==> src/design/qwrt_pkg.sv <==
// shared types and constants for the quaternion wrench rotator
// command and status structs between controller and datapath, op codes, widths
// no dependencies
package qwrt_pkg;

    // default widths handed to the top level parameters
    localparam int VALUE_WIDTH_DEF = 32;
    localparam int QUAT_WIDTH_DEF  = 16;

    // fraction bits of the rotation matrix entries, shifted out after each matrix-vector sum
    localparam int RFRAC = 14;

    // silence timeout register and counter
    localparam int              TMO_W   = 16;
    localparam logic [TMO_W-1:0] TMO_RST = 16'd100;

    // op codes carried in tuser
    localparam logic OP_MSG  = 1'b0;
    localparam logic OP_TICK = 1'b1;

    // sequencer limits: nine quaternion products, six outputs of three terms
    localparam logic [3:0] QIDX_LAST   = 4'd8;
    localparam logic [2:0] COMP_LAST   = 3'd5;
    localparam logic [2:0] COMP_TORQUE = 3'd3;
    localparam logic [1:0] COL_FIRST   = 2'd0;
    localparam logic [1:0] COL_LAST    = 2'd2;

    // controller to datapath
    typedef struct packed {
        logic       load_msg;
        logic       load_tick;
        logic       qmul_en;
        logic       rbld_en;
        logic       vmul_en;
        logic       load_out;
        logic [3:0] qidx;
        logic [2:0] comp;
        logic [1:0] col;
    } t_cmd;

    // datapath to controller
    typedef struct packed {
        logic tick_timeout;
    } t_sts;

endpackage

==> src/design/qwrt_ctrl.sv <==
// sequencer for the quaternion wrench rotator
// steps the shared multiplier through quaternion products and matrix-vector terms
// depends on qwrt_pkg
module qwrt_ctrl
    import qwrt_pkg::*;
(
    input  logic i_clk,
    input  logic i_rst_n,
    input  logic i_in_valid,
    input  logic i_in_op,
    output logic o_in_ready,
    input  logic i_out_ready,
    output logic o_out_valid,
    input  t_sts i_sts,
    output t_cmd o_cmd
);

    localparam logic [2:0] S_IDLE  = 3'd0;
    localparam logic [2:0] S_QMUL  = 3'd1;
    localparam logic [2:0] S_RBLD  = 3'd2;
    localparam logic [2:0] S_VMUL  = 3'd3;
    localparam logic [2:0] S_DRAIN = 3'd4;
    localparam logic [2:0] S_DONE  = 3'd5;

    logic [2:0] r_state, n_state;
    logic [3:0] r_qidx, n_qidx;
    logic [2:0] r_comp, n_comp;
    logic [1:0] r_col, n_col;
    logic       r_out_vld, n_out_vld;
    logic       in_acc;

    assign in_acc     = i_in_valid && (r_state == S_IDLE);
    assign o_in_ready = (r_state == S_IDLE);
    assign o_out_valid = r_out_vld;

    // next state and commands
    always_comb begin
        n_state = r_state;
        n_qidx  = r_qidx;
        n_comp  = r_comp;
        n_col   = r_col;
        o_cmd           = '0;
        o_cmd.qidx      = r_qidx;
        o_cmd.comp      = r_comp;
        o_cmd.col       = r_col;
        case (r_state)
            S_IDLE: begin
                if (in_acc) begin
                    if (i_in_op == OP_MSG) begin
                        o_cmd.load_msg = 1'b1;
                    end else begin
                        o_cmd.load_tick = 1'b1;
                        n_qidx = '0;
                        n_state = i_sts.tick_timeout ? S_DONE : S_QMUL;
                    end
                end
            end
            S_QMUL: begin
                o_cmd.qmul_en = 1'b1;
                if (r_qidx == QIDX_LAST) begin
                    n_state = S_RBLD;
                end else begin
                    n_qidx = r_qidx + 4'd1;
                end
            end
            S_RBLD: begin
                o_cmd.rbld_en = 1'b1;
                n_comp  = '0;
                n_col   = COL_FIRST;
                n_state = S_VMUL;
            end
            S_VMUL: begin
                o_cmd.vmul_en = 1'b1;
                if (r_col == COL_LAST) begin
                    n_col = COL_FIRST;
                    if (r_comp == COMP_LAST) begin
                        n_state = S_DRAIN;
                    end else begin
                        n_comp = r_comp + 3'd1;
                    end
                end else begin
                    n_col = r_col + 2'd1;
                end
            end
            S_DRAIN: begin
                // last product is summed by the datapath this cycle
                n_state = S_DONE;
            end
            S_DONE: begin
                if (!r_out_vld || i_out_ready) begin
                    o_cmd.load_out = 1'b1;
                    n_state = S_IDLE;
                end
            end
            default: begin
                n_state = S_IDLE;
            end
        endcase
    end

    // output register valid flag
    always_comb begin
        if (o_cmd.load_out) begin
            n_out_vld = 1'b1;
        end else if (i_out_ready) begin
            n_out_vld = 1'b0;
        end else begin
            n_out_vld = r_out_vld;
        end
    end

    always_ff @(posedge i_clk) begin
        if (!i_rst_n) begin
            r_state   <= S_IDLE;
            r_qidx    <= '0;
            r_comp    <= '0;
            r_col     <= COL_FIRST;
            r_out_vld <= 1'b0;
        end else begin
            r_state   <= n_state;
            r_qidx    <= n_qidx;
            r_comp    <= n_comp;
            r_col     <= n_col;
            r_out_vld <= n_out_vld;
        end
    end

endmodule

==> src/design/qwrt_dp.sv <==
// datapath of the quaternion wrench rotator
// held wrench, silence counter, shared multiplier, matrix build, accumulator
// depends on qwrt_pkg
module qwrt_dp
    import qwrt_pkg::*;
#(
    parameter int VALUE_WIDTH = VALUE_WIDTH_DEF,
    parameter int QUAT_WIDTH  = QUAT_WIDTH_DEF
) (
    input  logic                               i_clk,
    input  logic                               i_rst_n,
    input  t_cmd                               i_cmd,
    output t_sts                               o_sts,
    input  logic                               i_cfg_valid,
    input  logic [TMO_W-1:0]                   i_cfg_data,
    input  logic [2:0][VALUE_WIDTH-1:0]        i_force,
    input  logic [2:0][VALUE_WIDTH-1:0]        i_torque,
    input  logic [3:0][QUAT_WIDTH-1:0]         i_quat,
    output logic [5:0][VALUE_WIDTH-1:0]        o_out_data,
    output logic                               o_out_timed
);

    localparam int VW      = VALUE_WIDTH;
    localparam int QW      = QUAT_WIDTH;
    localparam int QF      = QW - 2;
    localparam int RSH_RAW = 2 * QF - RFRAC;
    localparam int RSH     = (RSH_RAW > 0) ? RSH_RAW : 0;
    localparam int RBP     = (RSH > 0) ? RSH - 1 : 0;
    localparam int EW      = 2 * QW + 3;
    localparam int RW      = EW - RSH;
    localparam int PQW     = 2 * QW;
    localparam int MA      = (RW > QW) ? RW : QW;
    localparam int MB      = (VW > QW) ? VW : QW;
    localparam int PW      = MA + MB;
    localparam int RPW     = RW + VW;
    localparam int AW      = RPW + 2;

    localparam logic signed [EW-1:0] E_ONE  = EW'(1) << (2 * QF);
    localparam logic signed [EW-1:0] E_BIAS = (RSH > 0) ? (EW'(1) << RBP) : '0;
    localparam logic signed [AW-1:0] A_BIAS = AW'(1) << (RFRAC - 1);
    localparam logic signed [AW-1:0] A_VMAX = {{(AW-VW+1){1'b0}}, {(VW-1){1'b1}}};
    localparam logic signed [AW-1:0] A_VMIN = {{(AW-VW+1){1'b1}}, {(VW-1){1'b0}}};
    localparam logic signed [VW-1:0] V_MAX  = {1'b0, {(VW-1){1'b1}}};
    localparam logic signed [VW-1:0] V_MIN  = {1'b1, {(VW-1){1'b0}}};

    // quaternion component codes
    localparam logic [1:0] QC_X = 2'd0;
    localparam logic [1:0] QC_Y = 2'd1;
    localparam logic [1:0] QC_Z = 2'd2;
    localparam logic [1:0] QC_W = 2'd3;

    logic signed [VW-1:0]  r_held_f [3];
    logic signed [VW-1:0]  r_held_t [3];
    logic [TMO_W-1:0]      r_ticks;
    logic [TMO_W-1:0]      r_timeout;
    logic                  r_timed;
    logic signed [QW-1:0]  r_quat [4];
    logic signed [PQW-1:0] r_p [9];
    logic signed [RW-1:0]  r_r [3][3];
    logic signed [RPW-1:0] r_prod;
    logic                  r_pv;
    logic [2:0]            r_pcomp;
    logic [1:0]            r_pcol;
    logic signed [AW-1:0]  r_acc;
    logic signed [VW-1:0]  r_res [6];
    logic [5:0][VW-1:0]    r_out;
    logic                  r_out_timed;

    logic [TMO_W-1:0]      ticks_inc;
    logic [1:0]            qa_sel, qb_sel, vrow;
    logic signed [MA-1:0]  mul_a;
    logic signed [MB-1:0]  mul_b;
    logic signed [PW-1:0]  mul_p;
    logic signed [EW-1:0]  pe [9];
    logic signed [EW-1:0]  e [3][3];
    logic signed [AW-1:0]  acc_n, acc_sh;
    logic signed [VW-1:0]  acc_sat;

    // round a matrix entry down to the rotation fraction
    function automatic logic signed [RW-1:0] f_round(input logic signed [EW-1:0] x);
        logic signed [EW-1:0] t;
        t = (x + E_BIAS) >>> RSH;
        return t[RW-1:0];
    endfunction

    // saturating silence counter and timeout compare
    assign ticks_inc        = (r_ticks == '1) ? r_ticks : r_ticks + 1'b1;
    assign o_sts.tick_timeout = (ticks_inc > r_timeout);

    // operand pairs for the nine quaternion products
    always_comb begin
        case (i_cmd.qidx)
            4'd0:    begin qa_sel = QC_X; qb_sel = QC_X; end
            4'd1:    begin qa_sel = QC_Y; qb_sel = QC_Y; end
            4'd2:    begin qa_sel = QC_Z; qb_sel = QC_Z; end
            4'd3:    begin qa_sel = QC_X; qb_sel = QC_Y; end
            4'd4:    begin qa_sel = QC_X; qb_sel = QC_Z; end
            4'd5:    begin qa_sel = QC_Y; qb_sel = QC_Z; end
            4'd6:    begin qa_sel = QC_W; qb_sel = QC_X; end
            4'd7:    begin qa_sel = QC_W; qb_sel = QC_Y; end
            4'd8:    begin qa_sel = QC_W; qb_sel = QC_Z; end
            default: begin qa_sel = QC_X; qb_sel = QC_X; end
        endcase
    end

    // shared multiplier operand selection
    always_comb begin
        vrow = (i_cmd.comp >= COMP_TORQUE) ? 2'(i_cmd.comp - COMP_TORQUE) : i_cmd.comp[1:0];
        if (i_cmd.vmul_en) begin
            mul_a = MA'(r_r[vrow][i_cmd.col]);
            mul_b = (i_cmd.comp >= COMP_TORQUE) ? MB'(r_held_t[i_cmd.col])
                                                : MB'(r_held_f[i_cmd.col]);
        end else begin
            mul_a = MA'(r_quat[qa_sel]);
            mul_b = MB'(r_quat[qb_sel]);
        end
        mul_p = mul_a * mul_b;
    end

    // rotation matrix entries from the registered products
    always_comb begin
        for (int k = 0; k < 9; k++) begin
            pe[k] = EW'(r_p[k]);
        end
        e[0][0] = E_ONE - ((pe[1] + pe[2]) <<< 1);
        e[0][1] = (pe[3] - pe[8]) <<< 1;
        e[0][2] = (pe[4] + pe[7]) <<< 1;
        e[1][0] = (pe[3] + pe[8]) <<< 1;
        e[1][1] = E_ONE - ((pe[0] + pe[2]) <<< 1);
        e[1][2] = (pe[5] - pe[6]) <<< 1;
        e[2][0] = (pe[4] - pe[7]) <<< 1;
        e[2][1] = (pe[5] + pe[6]) <<< 1;
        e[2][2] = E_ONE - ((pe[0] + pe[1]) <<< 1);
    end

    // accumulate three terms, round and saturate
    always_comb begin
        acc_n  = ((r_pcol == COL_FIRST) ? A_BIAS : r_acc) + AW'(r_prod);
        acc_sh = acc_n >>> RFRAC;
        if (acc_sh > A_VMAX) begin
            acc_sat = V_MAX;
        end else if (acc_sh < A_VMIN) begin
            acc_sat = V_MIN;
        end else begin
            acc_sat = acc_sh[VW-1:0];
        end
    end

    // held wrench, counter and timeout register
    always_ff @(posedge i_clk) begin
        if (!i_rst_n) begin
            for (int i = 0; i < 3; i++) begin
                r_held_f[i] <= '0;
                r_held_t[i] <= '0;
            end
            r_ticks   <= '0;
            r_timeout <= TMO_RST;
            r_timed   <= 1'b0;
        end else begin
            if (i_cfg_valid) begin
                r_timeout <= i_cfg_data;
            end
            if (i_cmd.load_msg) begin
                for (int i = 0; i < 3; i++) begin
                    r_held_f[i] <= i_force[i];
                    r_held_t[i] <= i_torque[i];
                end
                r_ticks <= '0;
            end else if (i_cmd.load_tick) begin
                r_ticks <= ticks_inc;
                r_timed <= o_sts.tick_timeout;
            end
        end
    end

    // product pipeline valid flag and output timed flag
    always_ff @(posedge i_clk) begin
        if (!i_rst_n) begin
            r_pv        <= 1'b0;
            r_out_timed <= 1'b0;
        end else begin
            r_pv <= i_cmd.vmul_en;
            if (i_cmd.load_out) begin
                r_out_timed <= r_timed;
            end
        end
    end

    // arithmetic payload registers
    always_ff @(posedge i_clk) begin
        if (i_cmd.load_tick) begin
            for (int i = 0; i < 4; i++) begin
                r_quat[i] <= i_quat[i];
            end
        end
        if (i_cmd.qmul_en) begin
            r_p[i_cmd.qidx] <= mul_p[PQW-1:0];
        end
        if (i_cmd.rbld_en) begin
            for (int a = 0; a < 3; a++) begin
                for (int b = 0; b < 3; b++) begin
                    r_r[a][b] <= f_round(e[a][b]);
                end
            end
        end
        r_prod  <= mul_p[RPW-1:0];
        r_pcomp <= i_cmd.comp;
        r_pcol  <= i_cmd.col;
        if (r_pv) begin
            r_acc <= acc_n;
            if (r_pcol == COL_LAST) begin
                r_res[r_pcomp] <= acc_sat;
            end
        end
        if (i_cmd.load_out) begin
            for (int i = 0; i < 6; i++) begin
                r_out[i] <= r_timed ? '0 : r_res[i];
            end
        end
    end

    assign o_out_data  = r_out;
    assign o_out_timed = r_out_timed;

endmodule

==> src/design/quaternion_wrench_rotate_with_timeout_top.sv <==
// quaternion wrench rotator, top level: stream ports, controller and datapath
// a message transaction is absorbed in the cycle it is accepted; a tick transaction steps through
// the quaternion products, matrix build, matrix-vector products and drain (straight to done when
// timed out), the single shared multiplier doing 9 quaternion and 18 matrix-vector products; no new
// transaction is taken until its result is loaded; messages are taken while a result waits; synchronous
// active-low reset clears the held wrench, the silence counter and sets the timeout register to 100
module quaternion_wrench_rotate_with_timeout_top
    import qwrt_pkg::*;
#(
    parameter int VALUE_WIDTH = VALUE_WIDTH_DEF,
    parameter int QUAT_WIDTH  = QUAT_WIDTH_DEF,
    localparam int IN_W  = 6 * VALUE_WIDTH + 4 * QUAT_WIDTH,
    localparam int IN_TW = ((IN_W + 7) / 8) * 8,
    localparam int OUT_W  = 6 * VALUE_WIDTH,
    localparam int OUT_TW = ((OUT_W + 7) / 8) * 8
) (
    input  logic              i_clk,
    input  logic              i_rst_n,
    input  logic              i_s_axis_tvalid,
    output logic              o_s_axis_tready,
    // force_x, force_y, force_z, torque_x, torque_y, torque_z, quat_x, quat_y, quat_z, quat_w
    input  logic [IN_TW-1:0]  i_s_axis_tdata,
    // op
    input  logic              i_s_axis_tuser,
    output logic              o_m_axis_tvalid,
    input  logic              i_m_axis_tready,
    // world_force_x, world_force_y, world_force_z, world_torque_x, world_torque_y, world_torque_z
    output logic [OUT_TW-1:0] o_m_axis_tdata,
    // timed_out
    output logic              o_m_axis_tuser,
    input  logic              i_cfg_valid,
    output logic              o_cfg_ready,
    input  logic [TMO_W-1:0]  i_cfg_data
);

    localparam int VW = VALUE_WIDTH;
    localparam int QW = QUAT_WIDTH;

    t_cmd                cmd;
    t_sts                sts;
    logic [2:0][VW-1:0]  in_force, in_torque;
    logic [3:0][QW-1:0]  in_quat;
    logic [5:0][VW-1:0]  out_data;
    logic                s_acc;

    // unpack the input transaction
    always_comb begin
        for (int i = 0; i < 3; i++) begin
            in_force[i]  = i_s_axis_tdata[i * VW +: VW];
            in_torque[i] = i_s_axis_tdata[(3 + i) * VW +: VW];
        end
        for (int i = 0; i < 4; i++) begin
            in_quat[i] = i_s_axis_tdata[6 * VW + i * QW +: QW];
        end
    end

    assign o_cfg_ready    = 1'b1;
    assign o_m_axis_tdata = OUT_TW'(out_data);
    assign s_acc          = i_s_axis_tvalid && o_s_axis_tready;

    qwrt_ctrl u_ctrl (
        .i_clk       (i_clk),
        .i_rst_n     (i_rst_n),
        .i_in_valid  (i_s_axis_tvalid),
        .i_in_op     (i_s_axis_tuser),
        .o_in_ready  (o_s_axis_tready),
        .i_out_ready (i_m_axis_tready),
        .o_out_valid (o_m_axis_tvalid),
        .i_sts       (sts),
        .o_cmd       (cmd)
    );

    qwrt_dp #(
        .VALUE_WIDTH (VALUE_WIDTH),
        .QUAT_WIDTH  (QUAT_WIDTH)
    ) u_dp (
        .i_clk       (i_clk),
        .i_rst_n     (i_rst_n),
        .i_cmd       (cmd),
        .o_sts       (sts),
        .i_cfg_valid (i_cfg_valid),
        .i_cfg_data  (i_cfg_data),
        .i_force     (in_force),
        .i_torque    (in_torque),
        .i_quat      (in_quat),
        .o_out_data  (out_data),
        .o_out_timed (o_m_axis_tuser)
    );

    // a timed-out result carries zero vectors
    a_timed_zero: assert property (@(posedge i_clk) disable iff (!i_rst_n)
        o_m_axis_tvalid && o_m_axis_tuser |-> o_m_axis_tdata == '0)
        else $error("timed-out result with non-zero vectors");

    // a message never produces a result
    a_msg_silent: assert property (@(posedge i_clk) disable iff (!i_rst_n)
        s_acc && (i_s_axis_tuser == OP_MSG) && !o_m_axis_tvalid |=> !o_m_axis_tvalid)
        else $error("result appeared after a message");

    // a timed-out tick with a free output register is presented via the done state and the output register
    a_tmo_fast: assert property (@(posedge i_clk) disable iff (!i_rst_n)
        s_acc && (i_s_axis_tuser == OP_TICK) && sts.tick_timeout && !o_m_axis_tvalid
        |-> ##2 (o_m_axis_tvalid && o_m_axis_tuser))
        else $error("timed-out tick not presented in time");

endmodule
==> config.mk <==
export PLATFORM = sky130hd
export DESIGN_NAME = quaternion_wrench_rotate_with_timeout_top
export DESIGN_NICKNAME = d
export VERILOG_FILES = /design/src/design/qwrt_pkg.sv /design/src/design/qwrt_ctrl.sv /design/src/design/qwrt_dp.sv /design/src/design/quaternion_wrench_rotate_with_timeout_top.sv
export SDC_FILE = /design/constraint.sdc
export NUM_CORES = 2
export LEC_CHECK = 0
export BUFFER_PORTS_ARGS = -buffer_cell sky130_fd_sc_hd__buf_2
export CAP_MARGIN = 0
export CORE_ASPECT_RATIO = 0.5
export CORE_MARGIN = 1.5
export CORE_UTILIZATION = 50
export CTS_CLUSTER_SIZE = 10
export DETAILED_ROUTE_END_ITERATION = 7
export PLACE_DENSITY = 0.67
export SYNTH_ARGS = -nofsm -noshare
export SYNTH_HDL_FRONTEND = slang
export SYNTH_HIERARCHICAL = 1
export SYNTH_SLANG_ARGS = --single-unit
==> constraint.sdc <==
create_clock -name i_clk -period 25.8 [get_ports i_clk]
set_clock_uncertainty 0.05 [all_clocks]
set_input_delay 1.29 -clock i_clk [delete_from_list [all_inputs] [get_ports i_clk]]
set_output_delay 1.29 -clock i_clk [all_outputs]
set_load 0.02 [all_outputs]
==> impl_metrics.csv <==
group,metric,value,unit
clock_network,cts_hold_buffers,0,
grt,grt_overflow_total,0,
floorplanning,initial_utilization,0.503,
placed_design,gp_congestion,0.989,
floorplanning,die_h,304,µm
grt,grt_pass1_vias,63000,
timing,relSlewSlack,0.0472,
timing,hold_viol,0,
synthesis,synth_top_area_frac,0.388,
detailed_routing,routedWlPerCell,23.7,µm
timing,finalMaxSlewViolations,0,
detailed_routing,drtIter0Drc,7897,
floorplanning,core_area,180000,µm²
placed_design,dp_hpwl,203000,µm
worst_setup_path,cp-start-kind,"flip-flop",
synthesis,async_flop_share,0,
synthesis,ys_types,103,
floorplanning,io-pin-count,474,
detailed_routing,wl,269000,µm
detailed_routing,drc,0,
grt,antenna_found_initial,31,
worst_setup_path,critPathMaxStageDelay,1000,ps
clock_network,cts_setup_buffers,0,
flow_run,drv_cap,0,
detailed_routing,first_pass_iters,8,
clock_network,ctsRootBufferMaster,"clkbuf_16",
synthesis,ys_seq_area_frac,0.412,
worst_setup_path,cp.arrival,12320,ps
grt,grt_usage,0.289,
synthesis,netlist_instances,8444,
status,status,"finished, final reports clean",
min_path,hold_class,"reg2reg",
clock_network,cts-resized-gates,0,
synthesis,synth_seq_cells,1278,
timing,finalCritPeriodShare,0.455,
synthesis,netlist_top_cells_area,"edfxtp_1 (39%), fa_1 (15%), ha_1 (6.8%)",
placed_design,portBuffers,472,
clock_network,clk_pin_slew,60,ps
clock_network,cts-htree-levels,4,
worst_setup_path,cpMaxStageDelayCell,"a311oi_2",
clock_network,numCtsBuffers,157,
clock_network,ctsLongestPathBuffers,4,
synthesis,synth_edf_count,1172,
grt,grt_pass1_wl,398000,µm
floorplanning,dieArea,184000,µm²
timing,finalCriticalPeriod,11740,ps
detailed_routing,routed_via_density,5.78,
timing,max_freq,85.2,MHz
finish,syn_to_final_growth,10.8,%
detailed_routing,vias,65700,
finish,fill_cells,15500,
finish,nets,10300,
synthesis,syn_nets,9891,
synthesis,yosys_warnings,6,
synthesis,synth_top_cell_by_area,"edfxtp_1",
timing,rsz0062_at_grt,"no",
timing,tightestPinTransition,1430,ps
timing,fin_setup_tns,0,ps
worst_setup_path,crit_required,26380,ps
floorplanning,dieWidth,605,µm
synthesis,synth_area,90600,µm²
clock_network,clkSinkCount,1278,
clock_network,clk_latency,800,ps
synthesis,yosys_most_used_dff,"edfxtp_1",
finish,drive_gt1_frac,0.109,
worst_setup_path,crit_top_cell,"fa_1",
grt,grt_max_degree,133,
timing,setup_viol,0,
clock_network,cts_tree,"done",
floorplanning,rows,110,
worst_setup_path,crit_fanout,36,
worst_setup_path,end_kind,"flip-flop",
worst_setup_path,path_class,"reg2reg",
detailed_routing,postRouteAntennaNets,0,
synthesis,postSynthAreaPerCell,10.7,µm²
[path summary, 6_finish.rpt]
check	start	end	slack, ps	cells after the start
hold / removal	u_ctrl/r_comp[1]$_SDFFE_PN0P_	u_dp/r_pcomp[1]$_DFF_P_	410	0
hold reg to reg	u_ctrl/r_comp[1]$_SDFFE_PN0P_	u_dp/r_pcomp[1]$_DFF_P_	410	0
setup / recovery	u_ctrl/r_comp[0]$_SDFFE_PN0P_	u_dp/r_prod[52]$_DFF_P_	14060	32
setup reg to reg	u_ctrl/r_comp[0]$_SDFFE_PN0P_	u_dp/r_prod[52]$_DFF_P_	14060	32
[per-layer routing]
metal	GRT usage	vias to the layer above	wire, µm
li1	-	29600	-
met1	0.437	32500	118000
met2	0.408	3207	110000
met3	0.0843	390	34500
met4	0.0627	6	6080
met5	0	-	42
[registers in the layout, indices dropped and copies added (netlist names), 3 cells and up]
name	cells
u_dp/r_res	192
u_dp/r_timeout	16
u_dp/r_r	189
u_dp/r_pcomp	3
u_dp/r_ticks	16
u_dp/r_prod	53
u_dp/r_held_t	96
u_dp/r_acc	55
u_ctrl/r_state	3
u_dp/r_held_f	96
u_dp/r_quat	64
u_dp/r_p	288
u_ctrl/r_qidx	4
u_ctrl/r_comp	3
u_dp/o_out_data	192
[through the flow]
stage	setup slack (ps)	hold slack, ps	instance area [µm²]	cells	util
global route	13320	428	100000	11300	0.558
finish	14060	405	100000	11400	0.558
global placement	14270	382	95900	11100	0.533
CTS	14090	404	100000	11300	0.557
detailed placement	14110	390	95900	11100	0.533
floorplan	16190	341	90600	8444	-
[cell families (layout without fill, tap and decap cells)]
family | Yosys count | count (layout) | synth area share
compound gates | 1299 | 1299 | 0.0947
xor+xnor | 445 | 445 | 0.0433
fa+ha+maj | 1169 | 1169 | 0.217
buf+inv | 1458 | 1945 | 0.0609
flops | 1278 | 1278 | 0.412
mux | 181 | 181 | 0.0274
other cells | 1 | 17 | 0.0000414
simple gates | 2613 | 2613 | 0.145
[cells in the final DEF, fill, tap and decap left out, types with 53 or more instances in the layout]
cell type and count:
edfxtp_1 1172, inv_1 1086, nand2_1 737, fa_1 673, nor2_1 563, ha_1 496, buf_2 471, nor2b_1 362
a21oi_1 353, xnor2_1 296, and3_1 244, o21ai_0 199, clkbuf_16 160, xor2_1 142, a21o_1 136, buf_4 133
nand3_1 122, mux2i_1 122, nor3_1 110, and2_1 103, dfxtp_1 102, o211ai_1 91, clkbuf_1 78, nand2b_1 76
o21a_1 71, a211oi_1 66, mux4_2 53
[Yosys cell counts (142+ instances only)]
cell type / count
nor2_1: 570
nand2_1: 737
edfxtp_1: 1172
clkbuf_1: 330
ha_1: 496
inv_1: 1087
nor2b_1: 363
a21oi_1: 366
and3_1: 245
xnor2_1: 301
o21ai_0: 211
xor2_1: 142
fa_1: 673
[final cells by class]
class / count / area, µm² / share of cell area
clock inverter: 14 / 115 / 0.00115
clock buffer: 239 / 4310 / 0.0429
tap: 2408 / 3010 / 0.0300
sequential: 1278 / 37300 / 0.372
antenna: 16 / 40.0 / 0.000399
inverter: 1088 / 4090 / 0.0408
multi-input combinational: 5708 / 48100 / 0.479
timing repair buffer: 604 / 3360 / 0.0334
[critical path: cells and delay by family, from the launching register on]
kind	cells	cell delay, ps
xor gates and xnor gates	1	100
and+or+nand+nor	5	930
muxes	1	600
buffers and inverters	5	850
DFF	1	430
AOI/OAI and AO/OA	11	4370
adders and majority gates	9	4160
Power is not shown: default switching activity piles up to over one toggle a cycle in this logic, so the estimate is an artifact.
